--- config.mk ---
export PLATFORM = sky130hd
export DESIGN_NAME = three_button_debounce_long_press
export DESIGN_NICKNAME = d
export VERILOG_FILES = /design/src/hw/rtl/tbdlp_pkg.sv /design/src/hw/rtl/three_button_debounce_long_press.sv /design/src/hw/rtl/tbdlp_debounce.sv /design/src/hw/rtl/tbdlp_ctrl.sv
export VERILOG_INCLUDE_DIRS = /design/src /design/src/hw/rtl
export SDC_FILE = /design/constraint.sdc
export NUM_CORES = 1
export LEC_CHECK = 0
export BUFFER_PORTS_ARGS = -buffer_cell sky130_fd_sc_hd__buf_2
export CAP_MARGIN = 20
export CELL_PAD_IN_SITES_DETAIL_PLACEMENT = 1
export CELL_PAD_IN_SITES_GLOBAL_PLACEMENT = 2
export CORE_AREA = 3 3 296 298
export DETAILED_ROUTE_END_ITERATION = 8
export DIE_AREA = 0 0 299 301
export PLACE_DENSITY = 0.64
export SLEW_MARGIN = 40
export SYNTH_ARGS = -nofsm -noshare
export SYNTH_HDL_FRONTEND = slang
export SYNTH_SLANG_ARGS = --single-unit
--- constraint.sdc ---
create_clock -name clk -period 6 [get_ports clk]
set_input_delay 0.3 -clock clk [delete_from_list [all_inputs] [get_ports clk]]
set_output_delay 0.3 -clock clk [all_outputs]
set_load 0.05 [all_outputs]
--- src/hw/rtl/three_button_debounce_long_press_macros.svh ---
// Assertion macros shared by the button debounce block.
`ifndef THREE_BUTTON_DEBOUNCE_LONG_PRESS_MACROS_SVH
`define THREE_BUTTON_DEBOUNCE_LONG_PRESS_MACROS_SVH

`ifndef ASSERT_OFF

// Property that must hold at every clock edge out of reset.
`define TBDLP_ASSERT(label, clk, rst_n, prop, msg) \
    label: assert property (@(posedge clk) disable iff (!rst_n) (prop)) else $error(msg);

// Expression that must never be true at a clock edge out of reset.
`define TBDLP_NEVER(label, clk, rst_n, expr, msg) \
    label: assert property (@(posedge clk) disable iff (!rst_n) !(expr)) else $error(msg);

`else

`define TBDLP_ASSERT(label, clk, rst_n, prop, msg)

`define TBDLP_NEVER(label, clk, rst_n, expr, msg)

`endif

`endif

--- src/hw/rtl/tbdlp_pkg.sv ---
// Types and constants of the button debounce block.
package tbdlp_pkg;

    // Configuration register widths and data port width.
    localparam int DEBOUNCE_W = 10;
    localparam int WINDOW_W   = 16;
    localparam int HOLD_W     = 16;
    localparam int CFG_DATA_W = 16;
    localparam int CFG_IDX_W  = 2;

    // Configuration register indexes.
    localparam logic [CFG_IDX_W-1:0] CFG_DEBOUNCE = 2'd0;
    localparam logic [CFG_IDX_W-1:0] CFG_WINDOW   = 2'd1;
    localparam logic [CFG_IDX_W-1:0] CFG_HOLD     = 2'd2;

    // Register values after reset.
    localparam logic [DEBOUNCE_W-1:0] DEBOUNCE_RESET = 10'd50;
    localparam logic [WINDOW_W-1:0]   WINDOW_RESET   = 16'd1000;
    localparam logic [HOLD_W-1:0]     HOLD_RESET     = 16'd3000;

    // Accepted level changes of one button on one tick.
    typedef struct packed {
        logic pressed;
        logic released;
    } db_evt_t;

    // Result of one tick.
    typedef struct packed {
        logic [1:0] wake_count;
        logic       plus_event;
        logic       minus_event;
        logic       short_reset_event;
        logic       format_event;
    } tick_res_t;

endpackage

--- src/hw/rtl/three_button_debounce_long_press.sv ---
// Top level of the three-button debounce with wake guard and long-press reset.
//
// Channel | Handshake             | Payload
// --------+-----------------------+-------------------------------------------
// in      | in_valid / in_ready   | plus_raw, minus_raw, reset_raw, display_on
// out     | out_valid / out_ready | wake_count, plus_event, minus_event,
//         |                       | short_reset_event, format_event
// cfg     | cfg_wr_en             | cfg_index, cfg_data
//
// One request per cycle is accepted unless the input register is stalled;
// its result is offered after the input register and then the result register.
// A request can be taken while the last result still waits to be read.
// A stalled result holds the result register; the input register keeps
// accepting until it also fills.
// Reset clears the tick counter, all stamps and the hold state, sets the
// button levels to released and loads the register defaults.
`include "three_button_debounce_long_press_macros.svh"

module three_button_debounce_long_press #(
    parameter int TIME_BITS = 32
) (
    input  logic                             clk,
    input  logic                             rst_n,
    input  logic                             in_valid,
    output logic                             in_ready,
    input  logic                             plus_raw,
    input  logic                             minus_raw,
    input  logic                             reset_raw,
    input  logic                             display_on,
    output logic                             out_valid,
    input  logic                             out_ready,
    output logic [1:0]                       wake_count,
    output logic                             plus_event,
    output logic                             minus_event,
    output logic                             short_reset_event,
    output logic                             format_event,
    input  logic                             cfg_wr_en,
    input  logic [tbdlp_pkg::CFG_IDX_W-1:0]  cfg_index,
    input  logic [tbdlp_pkg::CFG_DATA_W-1:0] cfg_data
);

    logic [tbdlp_pkg::DEBOUNCE_W-1:0] debounce_ticks_reg;
    logic [tbdlp_pkg::WINDOW_W-1:0]   wake_window_ticks_reg;
    logic [tbdlp_pkg::HOLD_W-1:0]     hold_ticks_reg;

    logic                 s1_valid_reg;
    logic                 s1_valid_next;
    logic                 s1_plus_reg;
    logic                 s1_minus_reg;
    logic                 s1_reset_reg;
    logic                 s1_disp_reg;
    logic                 s1_fire;
    logic                 in_accept;
    logic                 out_valid_reg;
    logic                 out_valid_next;
    tbdlp_pkg::tick_res_t out_res_reg;
    tbdlp_pkg::tick_res_t res;
    tbdlp_pkg::db_evt_t   plus_evt;
    tbdlp_pkg::db_evt_t   minus_evt;
    tbdlp_pkg::db_evt_t   reset_evt;
    logic [TIME_BITS-1:0] now;
    logic                 fmt_with_short;
    logic                 btn_evt_out;
    logic                 s1_stall;

    // Configuration register writes.
    always_ff @(posedge clk or negedge rst_n)
    begin
        if (!rst_n)
        begin
            debounce_ticks_reg    <= tbdlp_pkg::DEBOUNCE_RESET;
            wake_window_ticks_reg <= tbdlp_pkg::WINDOW_RESET;
            hold_ticks_reg        <= tbdlp_pkg::HOLD_RESET;
        end
        else if (cfg_wr_en)
        begin
            case (cfg_index)
                tbdlp_pkg::CFG_DEBOUNCE:
                begin
                    debounce_ticks_reg <= cfg_data[tbdlp_pkg::DEBOUNCE_W-1:0];
                end
                tbdlp_pkg::CFG_WINDOW:
                begin
                    wake_window_ticks_reg <= cfg_data[tbdlp_pkg::WINDOW_W-1:0];
                end
                tbdlp_pkg::CFG_HOLD:
                begin
                    hold_ticks_reg <= cfg_data[tbdlp_pkg::HOLD_W-1:0];
                end
                default:
                begin
                end
            endcase
        end
    end

    // Handshake: the input register moves on whenever the result register is free.
    always_comb
    begin
        s1_fire        = s1_valid_reg && (!out_valid_reg || out_ready);
        in_ready       = !s1_valid_reg || s1_fire;
        in_accept      = in_valid && in_ready;
        s1_valid_next  = in_accept || (s1_valid_reg && !s1_fire);
        out_valid_next = s1_fire || (out_valid_reg && !out_ready);
    end

    always_ff @(posedge clk or negedge rst_n)
    begin
        if (!rst_n)
        begin
            s1_valid_reg  <= 1'b0;
            out_valid_reg <= 1'b0;
        end
        else
        begin
            s1_valid_reg  <= s1_valid_next;
            out_valid_reg <= out_valid_next;
        end
    end

    // Input register payload.
    always_ff @(posedge clk)
    begin
        if (in_accept)
        begin
            s1_plus_reg  <= plus_raw;
            s1_minus_reg <= minus_raw;
            s1_reset_reg <= reset_raw;
            s1_disp_reg  <= display_on;
        end
    end

    // Per-button debounce.
    tbdlp_debounce #(.TIME_BITS(TIME_BITS)) u_plus_db (
        .clk            (clk),
        .rst_n          (rst_n),
        .step           (s1_fire),
        .raw            (s1_plus_reg),
        .now            (now),
        .debounce_ticks (debounce_ticks_reg),
        .evt            (plus_evt)
    );

    tbdlp_debounce #(.TIME_BITS(TIME_BITS)) u_minus_db (
        .clk            (clk),
        .rst_n          (rst_n),
        .step           (s1_fire),
        .raw            (s1_minus_reg),
        .now            (now),
        .debounce_ticks (debounce_ticks_reg),
        .evt            (minus_evt)
    );

    tbdlp_debounce #(.TIME_BITS(TIME_BITS)) u_reset_db (
        .clk            (clk),
        .rst_n          (rst_n),
        .step           (s1_fire),
        .raw            (s1_reset_reg),
        .now            (now),
        .debounce_ticks (debounce_ticks_reg),
        .evt            (reset_evt)
    );

    // Wake guard, hold tracking and tick counter.
    tbdlp_ctrl #(.TIME_BITS(TIME_BITS)) u_ctrl (
        .clk               (clk),
        .rst_n             (rst_n),
        .step              (s1_fire),
        .display_on        (s1_disp_reg),
        .plus_evt          (plus_evt),
        .minus_evt         (minus_evt),
        .reset_evt         (reset_evt),
        .wake_window_ticks (wake_window_ticks_reg),
        .hold_ticks        (hold_ticks_reg),
        .now               (now),
        .res               (res)
    );

    // Result register.
    always_ff @(posedge clk)
    begin
        if (s1_fire)
        begin
            out_res_reg <= res;
        end
    end

    assign out_valid         = out_valid_reg;
    assign wake_count        = out_res_reg.wake_count;
    assign plus_event        = out_res_reg.plus_event;
    assign minus_event       = out_res_reg.minus_event;
    assign short_reset_event = out_res_reg.short_reset_event;
    assign format_event      = out_res_reg.format_event;

    // Terms watched by the checks below.
    assign fmt_with_short = out_valid && format_event && short_reset_event;
    assign btn_evt_out    = out_valid && (plus_event || minus_event);
    assign s1_stall       = s1_valid_reg && !s1_fire;

    // A hold ends either with a format event or a short reset, never both at once.
    `TBDLP_NEVER(a_fmt_short_excl, clk, rst_n, fmt_with_short, "format and short reset together")
    // Button events need the display on, so no wake can share their tick.
    `TBDLP_ASSERT(a_evt_no_wake, clk, rst_n, btn_evt_out |-> (wake_count == 2'd0), "event with wake")
    // A request waiting in the input register is kept until it moves on.
    `TBDLP_ASSERT(a_s1_hold, clk, rst_n, s1_stall |=> s1_valid_reg, "input register lost a request")

endmodule

--- src/hw/rtl/tbdlp_debounce.sv ---
// Timestamp debounce of one active-low button.
module tbdlp_debounce #(
    parameter int TIME_BITS = 32
) (
    input  logic                            clk,
    input  logic                            rst_n,
    input  logic                            step,
    input  logic                            raw,
    input  logic [TIME_BITS-1:0]            now,
    input  logic [tbdlp_pkg::DEBOUNCE_W-1:0] debounce_ticks,
    output tbdlp_pkg::db_evt_t              evt
);

    logic                 level_reg;
    logic                 level_next;
    logic [TIME_BITS-1:0] stamp_reg;
    logic [TIME_BITS-1:0] stamp_next;
    logic [TIME_BITS-1:0] elapsed;
    logic                 differs;
    logic                 changed;

    // A differing reading is taken once it has lasted the debounce time.
    assign elapsed = now - stamp_reg;
    assign differs = (raw != level_reg);
    assign changed = differs && (elapsed >= TIME_BITS'(debounce_ticks));

    assign evt.pressed  = changed && !raw;
    assign evt.released = changed && raw;

    // The stamp follows the current time unless a change is still pending.
    always_comb
    begin
        level_next = changed ? raw : level_reg;
        stamp_next = (!differs || changed) ? now : stamp_reg;
    end

    always_ff @(posedge clk or negedge rst_n)
    begin
        if (!rst_n)
        begin
            level_reg <= 1'b1;
            stamp_reg <= '0;
        end
        else if (step)
        begin
            level_reg <= level_next;
            stamp_reg <= stamp_next;
        end
    end

endmodule

--- src/hw/rtl/tbdlp_ctrl.sv ---
// Tick counter, wake guard and reset hold tracking.
module tbdlp_ctrl #(
    parameter int TIME_BITS = 32
) (
    input  logic                           clk,
    input  logic                           rst_n,
    input  logic                           step,
    input  logic                           display_on,
    input  tbdlp_pkg::db_evt_t             plus_evt,
    input  tbdlp_pkg::db_evt_t             minus_evt,
    input  tbdlp_pkg::db_evt_t             reset_evt,
    input  logic [tbdlp_pkg::WINDOW_W-1:0] wake_window_ticks,
    input  logic [tbdlp_pkg::HOLD_W-1:0]   hold_ticks,
    output logic [TIME_BITS-1:0]           now,
    output tbdlp_pkg::tick_res_t           res
);

    logic [TIME_BITS-1:0] tick_time_reg;
    logic [TIME_BITS-1:0] wake_stamp_reg;
    logic [TIME_BITS-1:0] wake_stamp_next;
    logic [TIME_BITS-1:0] hold_start_reg;
    logic [TIME_BITS-1:0] hold_start_next;
    logic                 holding_reg;
    logic                 holding_next;
    logic                 format_done_reg;
    logic                 format_done_next;
    logic                 wake_ok;
    logic                 hold_begin;
    logic                 hold_end;
    logic                 hold_reached;
    logic                 any_wake;

    assign now = tick_time_reg;

    // Presses count only once the guard window after the last wake has passed.
    assign wake_ok = (tick_time_reg - wake_stamp_reg) > TIME_BITS'(wake_window_ticks);

    // Wake events, button events and the reset hold of one tick.
    always_comb
    begin
        res.wake_count = 2'(plus_evt.pressed && !display_on)
                       + 2'(minus_evt.pressed && !display_on)
                       + 2'(reset_evt.pressed && !display_on);
        any_wake       = !display_on
                       && (plus_evt.pressed || minus_evt.pressed || reset_evt.pressed);
        res.plus_event  = plus_evt.pressed && display_on && wake_ok;
        res.minus_event = minus_evt.pressed && display_on && wake_ok;

        // Reset hold: a guarded press starts it, a release ends it.
        hold_begin = reset_evt.pressed && display_on && wake_ok;
        hold_end   = reset_evt.released && holding_reg;
        res.short_reset_event = hold_end && !format_done_reg;

        if (hold_begin)
        begin
            hold_reached     = (hold_ticks == '0);
            hold_start_next  = tick_time_reg;
            holding_next     = 1'b1;
            format_done_next = 1'b0;
        end
        else
        begin
            hold_reached     = (tick_time_reg - hold_start_reg) >= TIME_BITS'(hold_ticks);
            hold_start_next  = hold_start_reg;
            holding_next     = holding_reg && !hold_end;
            format_done_next = format_done_reg;
        end

        res.format_event = holding_next && !format_done_next && hold_reached;
        if (res.format_event)
        begin
            format_done_next = 1'b1;
        end

        wake_stamp_next = any_wake ? tick_time_reg : wake_stamp_reg;
    end

    always_ff @(posedge clk or negedge rst_n)
    begin
        if (!rst_n)
        begin
            tick_time_reg   <= '0;
            wake_stamp_reg  <= '0;
            hold_start_reg  <= '0;
            holding_reg     <= 1'b0;
            format_done_reg <= 1'b0;
        end
        else if (step)
        begin
            tick_time_reg   <= tick_time_reg + TIME_BITS'(1);
            wake_stamp_reg  <= wake_stamp_next;
            hold_start_reg  <= hold_start_next;
            holding_reg     <= holding_next;
            format_done_reg <= format_done_next;
        end
    end

endmodule
==> After elaboration in Yosys (flattened, before gate mapping) <==
Cells that the tools add are included.
{ "classes": {"n_addsub": 8, "magnitude_cmp": 5, "eq_ne": 5, "muxes": 4, "reduce_logical": 62} }
{ "op_table": {"columns": ["operator", "n"], "rows": [
  ["subtractor 32 bit", 5],
  [">= comparator 32 x 10 -> 1 bit", 3],
  ["adder 32 x 1 -> 32 bit (second input constant)", 1],
  [">= comparator 32 x 16 -> 1 bit", 1],
  ["> comparator 32 x 16 -> 1 bit", 1],
  ["logical AND 1 bit", 26],
  ["AND reduction 2 bit", 11],
  ["logical NOT 16 bit", 1],
  ["logical NOT 1 bit", 14],
  ["logical OR 1 bit", 9],
  ["2-to-1 mux 1 bit", 4],
  ["inequality test 1 bit", 3],
  ["adder 1 x 1 -> 2 bit", 1],
  ["adder 2 x 1 -> 2 bit", 1],
  ["== test 2 x 1 -> 1 bit (second input constant)", 1],
  ["== test 2 bit (second input constant)", 1],
  ["logical NOT 2 bit", 1]
]} }
{ "word_totals": {"regBits": 251, "in_bits": 27, "out_inout_bits": 8, "word_cells": 109} }

==> Depth between registers and ports, before layout <==
{ "logic_depth": {"word_depth": 11, "mapped_depth": 25, "mapped_depth_nobuf": 23} }

==> Hierarchy <==
A second synthesis with hierarchy kept.
{ "hier_totals": {"cells_unflattened": 2607, "area_unflattened_um2": 22650.5} }
{ "modules_own_cells": {"columns": ["mod", "n_inst", "cells_per_inst", "area_each_um2"], "rows": [
  ["tbdlp_ctrl", 1, 1066, 8613.3],
  ["tbdlp_debounce at u_minus_db ...", 2, 437, 3774.9],
  ["tbdlp_debounce at u_reset_db", 1, 559, 4393.0],
  ["three_button_debounce_long_press", 1, 108, 2094.5]
]} }

==> Least setup slack after synthesis <==
No wires, ideal clock.
{ "synth_timing": {"path_type": "register to register", "from": "reg u_ctrl.tick_time_reg[0], in the netlist u_ctrl.now[0]", "to": "reg u_ctrl.hold_start_reg[27]", "setup_ns": 0.128, "arrival_time_ns": 5.027, "required_ns": 5.872, "path_slack_ns": 0.845, "path_stages_with_launch": 23, "period_less_slack_ns": 5.155, "path_cell_list": "dfrtp_1 clkbuf_1 inv_1 ha_1 inv_1 fa_1 a21oi_1 o311ai_0 a2111oi_0 o21ai_0 a21o_1 a21oi_1 xnor2_1 ha_1 nand4_1 nor2_1 a221o_1 nor4_1 nand3_1 o41ai_2 nor3_2 buf_2 mux2_1"} }
{ "synth_between": {"elab_chain_len": 7} }
{ "synth_lines": {"columns": ["item", "line_no", "rtl"], "rows": [
  ["start, declared", "tbdlp_ctrl.sv:18", "logic [TIME_BITS-1:0] tick_time_reg;"],
  ["start signal, assigned", "tbdlp_ctrl.sv:90", "tick_time_reg <= tick_time_reg + TIME_BITS'(1);"],
  ["subtractor 32 bit", "tbdlp_debounce.sv:23", "assign elapsed = now - stamp_reg;"],
  [">= comparator 32 x 10 -> 1 bit", "tbdlp_debounce.sv:25", "assign changed = differs && (elapsed >= TIME_BITS'(debounce_ticks));"],
  ["logical AND 1 bit", "tbdlp_debounce.sv:25", null],
  ["logical AND 1 bit", "tbdlp_debounce.sv:27", "assign evt.pressed = changed && !raw;"],
  ["logical AND 1 bit", "tbdlp_ctrl.sv:50", "hold_begin = reset_evt.pressed && display_on && wake_ok;"],
  ["logical AND 1 bit *", "tbdlp_ctrl.sv:50", null],
  ["AND reduction 2 bit (no source line) *", null, null],
  ["end signal, assigned", "tbdlp_ctrl.sv:92", "hold_start_reg <= hold_start_next;"],
  ["end, declared", "tbdlp_ctrl.sv:21", "logic [TIME_BITS-1:0] hold_start_reg;"]
]} }
Mark *: on every way between the ends. The rest lies on a longest branch, timed or not.
A chain may end at the register's enable or synchronous reset.

==> Worst setup path in the final report <==
{ "layout_timing": {"from": "reg u_ctrl.tick_time_reg[4], in the netlist u_ctrl.now[4]", "to": "reg u_ctrl.wake_stamp_reg[25]"} }
{ "layout_between": {"elab_chain_len": 8} }
{ "layout_lines": {"columns": ["item", "line_no", "rtl"], "rows": [
  ["subtractor 32 bit", "tbdlp_debounce.sv:23", null],
  [">= comparator 32 x 10 -> 1 bit", "tbdlp_debounce.sv:25", null],
  ["logical AND 1 bit", "tbdlp_debounce.sv:25", null],
  ["logical AND 1 bit", "tbdlp_debounce.sv:27", null],
  ["logical OR 1 bit", "tbdlp_ctrl.sv:45", "&& (plus_evt.pressed || minus_evt.pressed || reset_evt.pressed);"],
  ["logical OR 1 bit *", "tbdlp_ctrl.sv:45", null],
  ["logical AND 1 bit *", "tbdlp_ctrl.sv:45", null],
  ["AND reduction 2 bit (no source line) *", null, null],
  ["end signal, assigned", "tbdlp_ctrl.sv:91", "wake_stamp_reg <= wake_stamp_next;"],
  ["end, declared", "tbdlp_ctrl.sv:19", "logic [TIME_BITS-1:0] wake_stamp_reg;"]
]} }
Marks and branches as above.

==> impl_metrics.ini <==
[synth]
synth_top_cell_by_area = dfrtp_1
avgSynthCellArea_um2 = 9.012
synth_nets = 2613
synthMostInstantiatedCell = inv_1
synth_top_cells_by_count = inv_1 (241), dfrtp_1 (222), ha_1 (218)
synth_top_area_share_pct = 26.10
synth-edff-count = 10
synthArstFlopShare_pct = 96.02
synth_area_um2 = 21290
ys.flop_type = dfrtp_1
yosys.cell_types.count = 99
synth.area.top_cells = dfrtp_1 (26%), ha_1 (13%), mux2_2 (5.1%)
yosys_warnings = 0
yosysSeqAreaShare_pct = 29.86
ys_ff_latch = 251
synthCells = 2362

[worst_setup_path]
critPathSlowestCell = ha_1
cp.required_ns = 6.42
crit_chain = buf_4 -> ha_1 -> o2111ai_2 -> nand3_1 -> a21oi_1 -> o21bai_1 -> nand3_1 -> nand2_1 -> xor2_1 -> ha_1 -> a21oi_2 -> o2111ai_2 -> a2111oi_1 -> nand4_1 -> nor4_1 -> and4_1 -> nand4_1 -> o21ai_4 -> a311o_4 -> clkbuf_16 -> mux2_1
crit_type = reg2reg
critPathLaunchType = flip-flop
arrival_ns = 6.22
reg2reg_depth = 21
ff2ff_setup_slack_ns = 0.20
critical_path.max_stage_delay_ns = 0.47
cp_max_fo = 16
reg2reg_to = u_ctrl.wake_stamp_reg[25]$_DFFE_PN0P_
endpoint_kind = flip-flop
r2r_start = u_ctrl.now[4]$_DFFE_PN0P_

[pwr]
peakVddDrop_mv = 0.2623
clockPowerShare_pct = 18.1
powerDensity_nw_per_um2 = 477.4
p_leak_nw = 11.84
p_int_mw = 6.431
swShare_pct = 44.75
power_frac_seq_pct = 17.5
power.total_mw = 11.64
pwr-share-comb_pct = 64.4
p_switching_mw = 5.209

[timing]
skew_ns = 0.02217
fin_ws_ns = 0.2019
worst_slew_pin_slew_ns = 0.8685
period_share_pct = 96.64
setup_viol = 0
hold-worst-slack_ns = 0.04178
fin_crit_ns = 5.798
slew_violations = 0
fmax_mhz = 172.5
slew_headroom_pct = 42.10
finalHoldViolations = 0
tns_ns = 0

[global_routing]
grt_use_met1_pct = 21.65
grt_first_pass_wirelength_um = 113800
grt_use_met2_pct = 27.40
grt_max_degree = 122
grt_overflow = 0
grt_pass1_vias = 19220
top_usage_layer = met2
antenna_found_initial = 0
met3_usage_pct = 1.709
track_usage_pct = 16.12

[placement]
place_hpwl_um = 56900
place_ws_ns = -0.2323
io_buffers = 34
place_congestion = 0.8509
placed_cells = 3514
placed_cell_area_um2 = 22960

[layout]
drive_gt1_share_pct = 14.31
area_growth_pct = 14.56
regArea_um2 = 6355
nets = 2677
nFillCells = 9970
antenna_cells = 0
final_cell_area_um2 = 24380
multi_input_area_um2 = 13670
post-route-util_pct = 28.64
finish.cell_count_without_fillers = 3597

[min_path]
worstHoldEndpoint = debounce_ticks_reg[0]$_DFFE_PN0P_
hold_path.class = in2reg
min_from = cfg_data[0]
hold_depth = 2

[floorplanning]
floorplan.die_area_um2 = 90000
rows = 107
die_h_um = 301
initial_utilization_pct = 25.00
die_x_um = 299
core_area_um2 = 85150
boundaryPins = 35

[clock_network]
cts_tree = done
htreeDepth = 2
cts_max_path_buffers = 3
clk_latency_ns = 0.55
clock-root-buffer = clkbuf_16
cts_buffers = 35
cts.sinks = 251
clk_pin_slew_worst_paths_ns = 0.05

[drt]
drc_errors = 0
drt-vias-per-instance = 5.006
drt_iter0_drc = 802
dr.pass1.iters = 5
wl_per_cell_um = 20.37
ant_nets = 0
vias = 18010
routed_wl_um = 73260

[run_status]
status = finished, final reports clean

[job]
drv_cap = 0
## placed cells by master, fill, tap and decap left out, types with 9 or more instances in the layout
master,n
inv_1,241
dfrtp_1,222
ha_1,218
a21oi_1,173
nand2_1,161
nor2_1,129
o21ai_0,115
mux2_2,97
xnor2_1,80
nand3_1,71
mux2_1,64
buf_4,58
a21o_1,56
nand4_1,46
xor2_1,46
nor3_1,45
o21a_1,38
clkbuf_16,37
buf_2,33
mux2_4,28
mux2i_1,27
and3_1,25
nand2b_1,25
nor2b_1,22
dfstp_2,19
o211ai_1,18
a211oi_1,17
o31ai_1,16
nor4_1,16
and4_1,14
o21bai_1,14
dlygate4sd3_1,14
a31oi_1,12
or3_1,12
clkbuf_1,11
edfxtp_1,10
and2_1,9
o21ai_1,9
## worst max path at each step
stage | start | endpoint | slack [ns] | cells past startpoint
after floorplan | u_ctrl.now[0]$_DFFE_PN0P_ | u_ctrl.hold_start_reg[27]$_DFFE_PN0P_ | 0.85 | 22
after global placement | u_ctrl.now[1]$_DFFE_PN0P_ | u_ctrl.wake_stamp_reg[0]$_DFFE_PN0P_ | -0.24 | 22
after detailed placement | u_ctrl.now[1]$_DFFE_PN0P_ | u_ctrl.wake_stamp_reg[0]$_DFFE_PN0P_ | -0.23 | 22
after CTS | u_ctrl.now[1]$_DFFE_PN0P_ | u_ctrl.wake_stamp_reg[19]$_DFFE_PN0P_ | 0.03 | 22
after global routing | u_ctrl.now[4]$_DFFE_PN0P_ | u_ctrl.wake_stamp_reg[31]$_DFFE_PN0P_ | -0.07 | 21
final | u_ctrl.now[4]$_DFFE_PN0P_ | u_ctrl.wake_stamp_reg[25]$_DFFE_PN0P_ | 0.20 | 21
## kinds of logic after synthesis
kind of cell | share of synthesized area, %
buffers and inverters | 6.337
DFF | 29.86
and+or+nand+nor | 14.59
adders and majority gates | 13.38
AOI/OAI and AO/OA | 18.89
xor gates and xnor gates | 5.185
muxes | 11.76
## final cells by class
type	instances	area share, %
clock buffer	53	4.202
sequential	251	26.06
multi-input combinational	1785	56.05
timing repair buffer	112	3.576
tap	1144	5.870
clock inverter	11	0.5336
inverter	241	3.710
## timing repair
| item | CTS | global route |
|---|---|---|
| hold buffers | 14 | 0 |
| gates cloned | 0 | 1 |
| endpoints found under the hold margin | 94 | 0 |
| pin swaps | 0 | 2 |
| buffers inserted | 0 | 3 |
| setup endpoints to repair | 99 | 120 |
| gates resized for setup | 3 | 12 |
## power by group through the flow
stage	sequential [mW]	clock [mW]	combinational, mW
after floorplan	2.07	0	5.20
after global placement	2.06	0	7.26
after detailed placement	2.07	0	7.40
after CTS	2.04	2.18	7.49
after global routing	2.06	2.25	8.37
final	2.04	2.10	7.50
## critical path: cells and delay by family (launching register included)
family | cells | cell delay, ns
AND/OR/NAND/NOR | 7 | 1.51
buffers and inverters | 2 | 0.45
XOR/XNOR | 1 | 0.07
AO/OA/AOI/OAI | 8 | 2.16
flip-flops | 1 | 0.46
multiplexers | 1 | 0.32
adder cells (fa/ha/maj) | 2 | 0.68
## per-layer routing
layer,vias up,part of all wire [%]
li1,8674,-
met5,-,0
met1,9035,48
met2,197,47
met3,99,2.1
met4,0,2.7
Power figures use the tool's default switching activity.
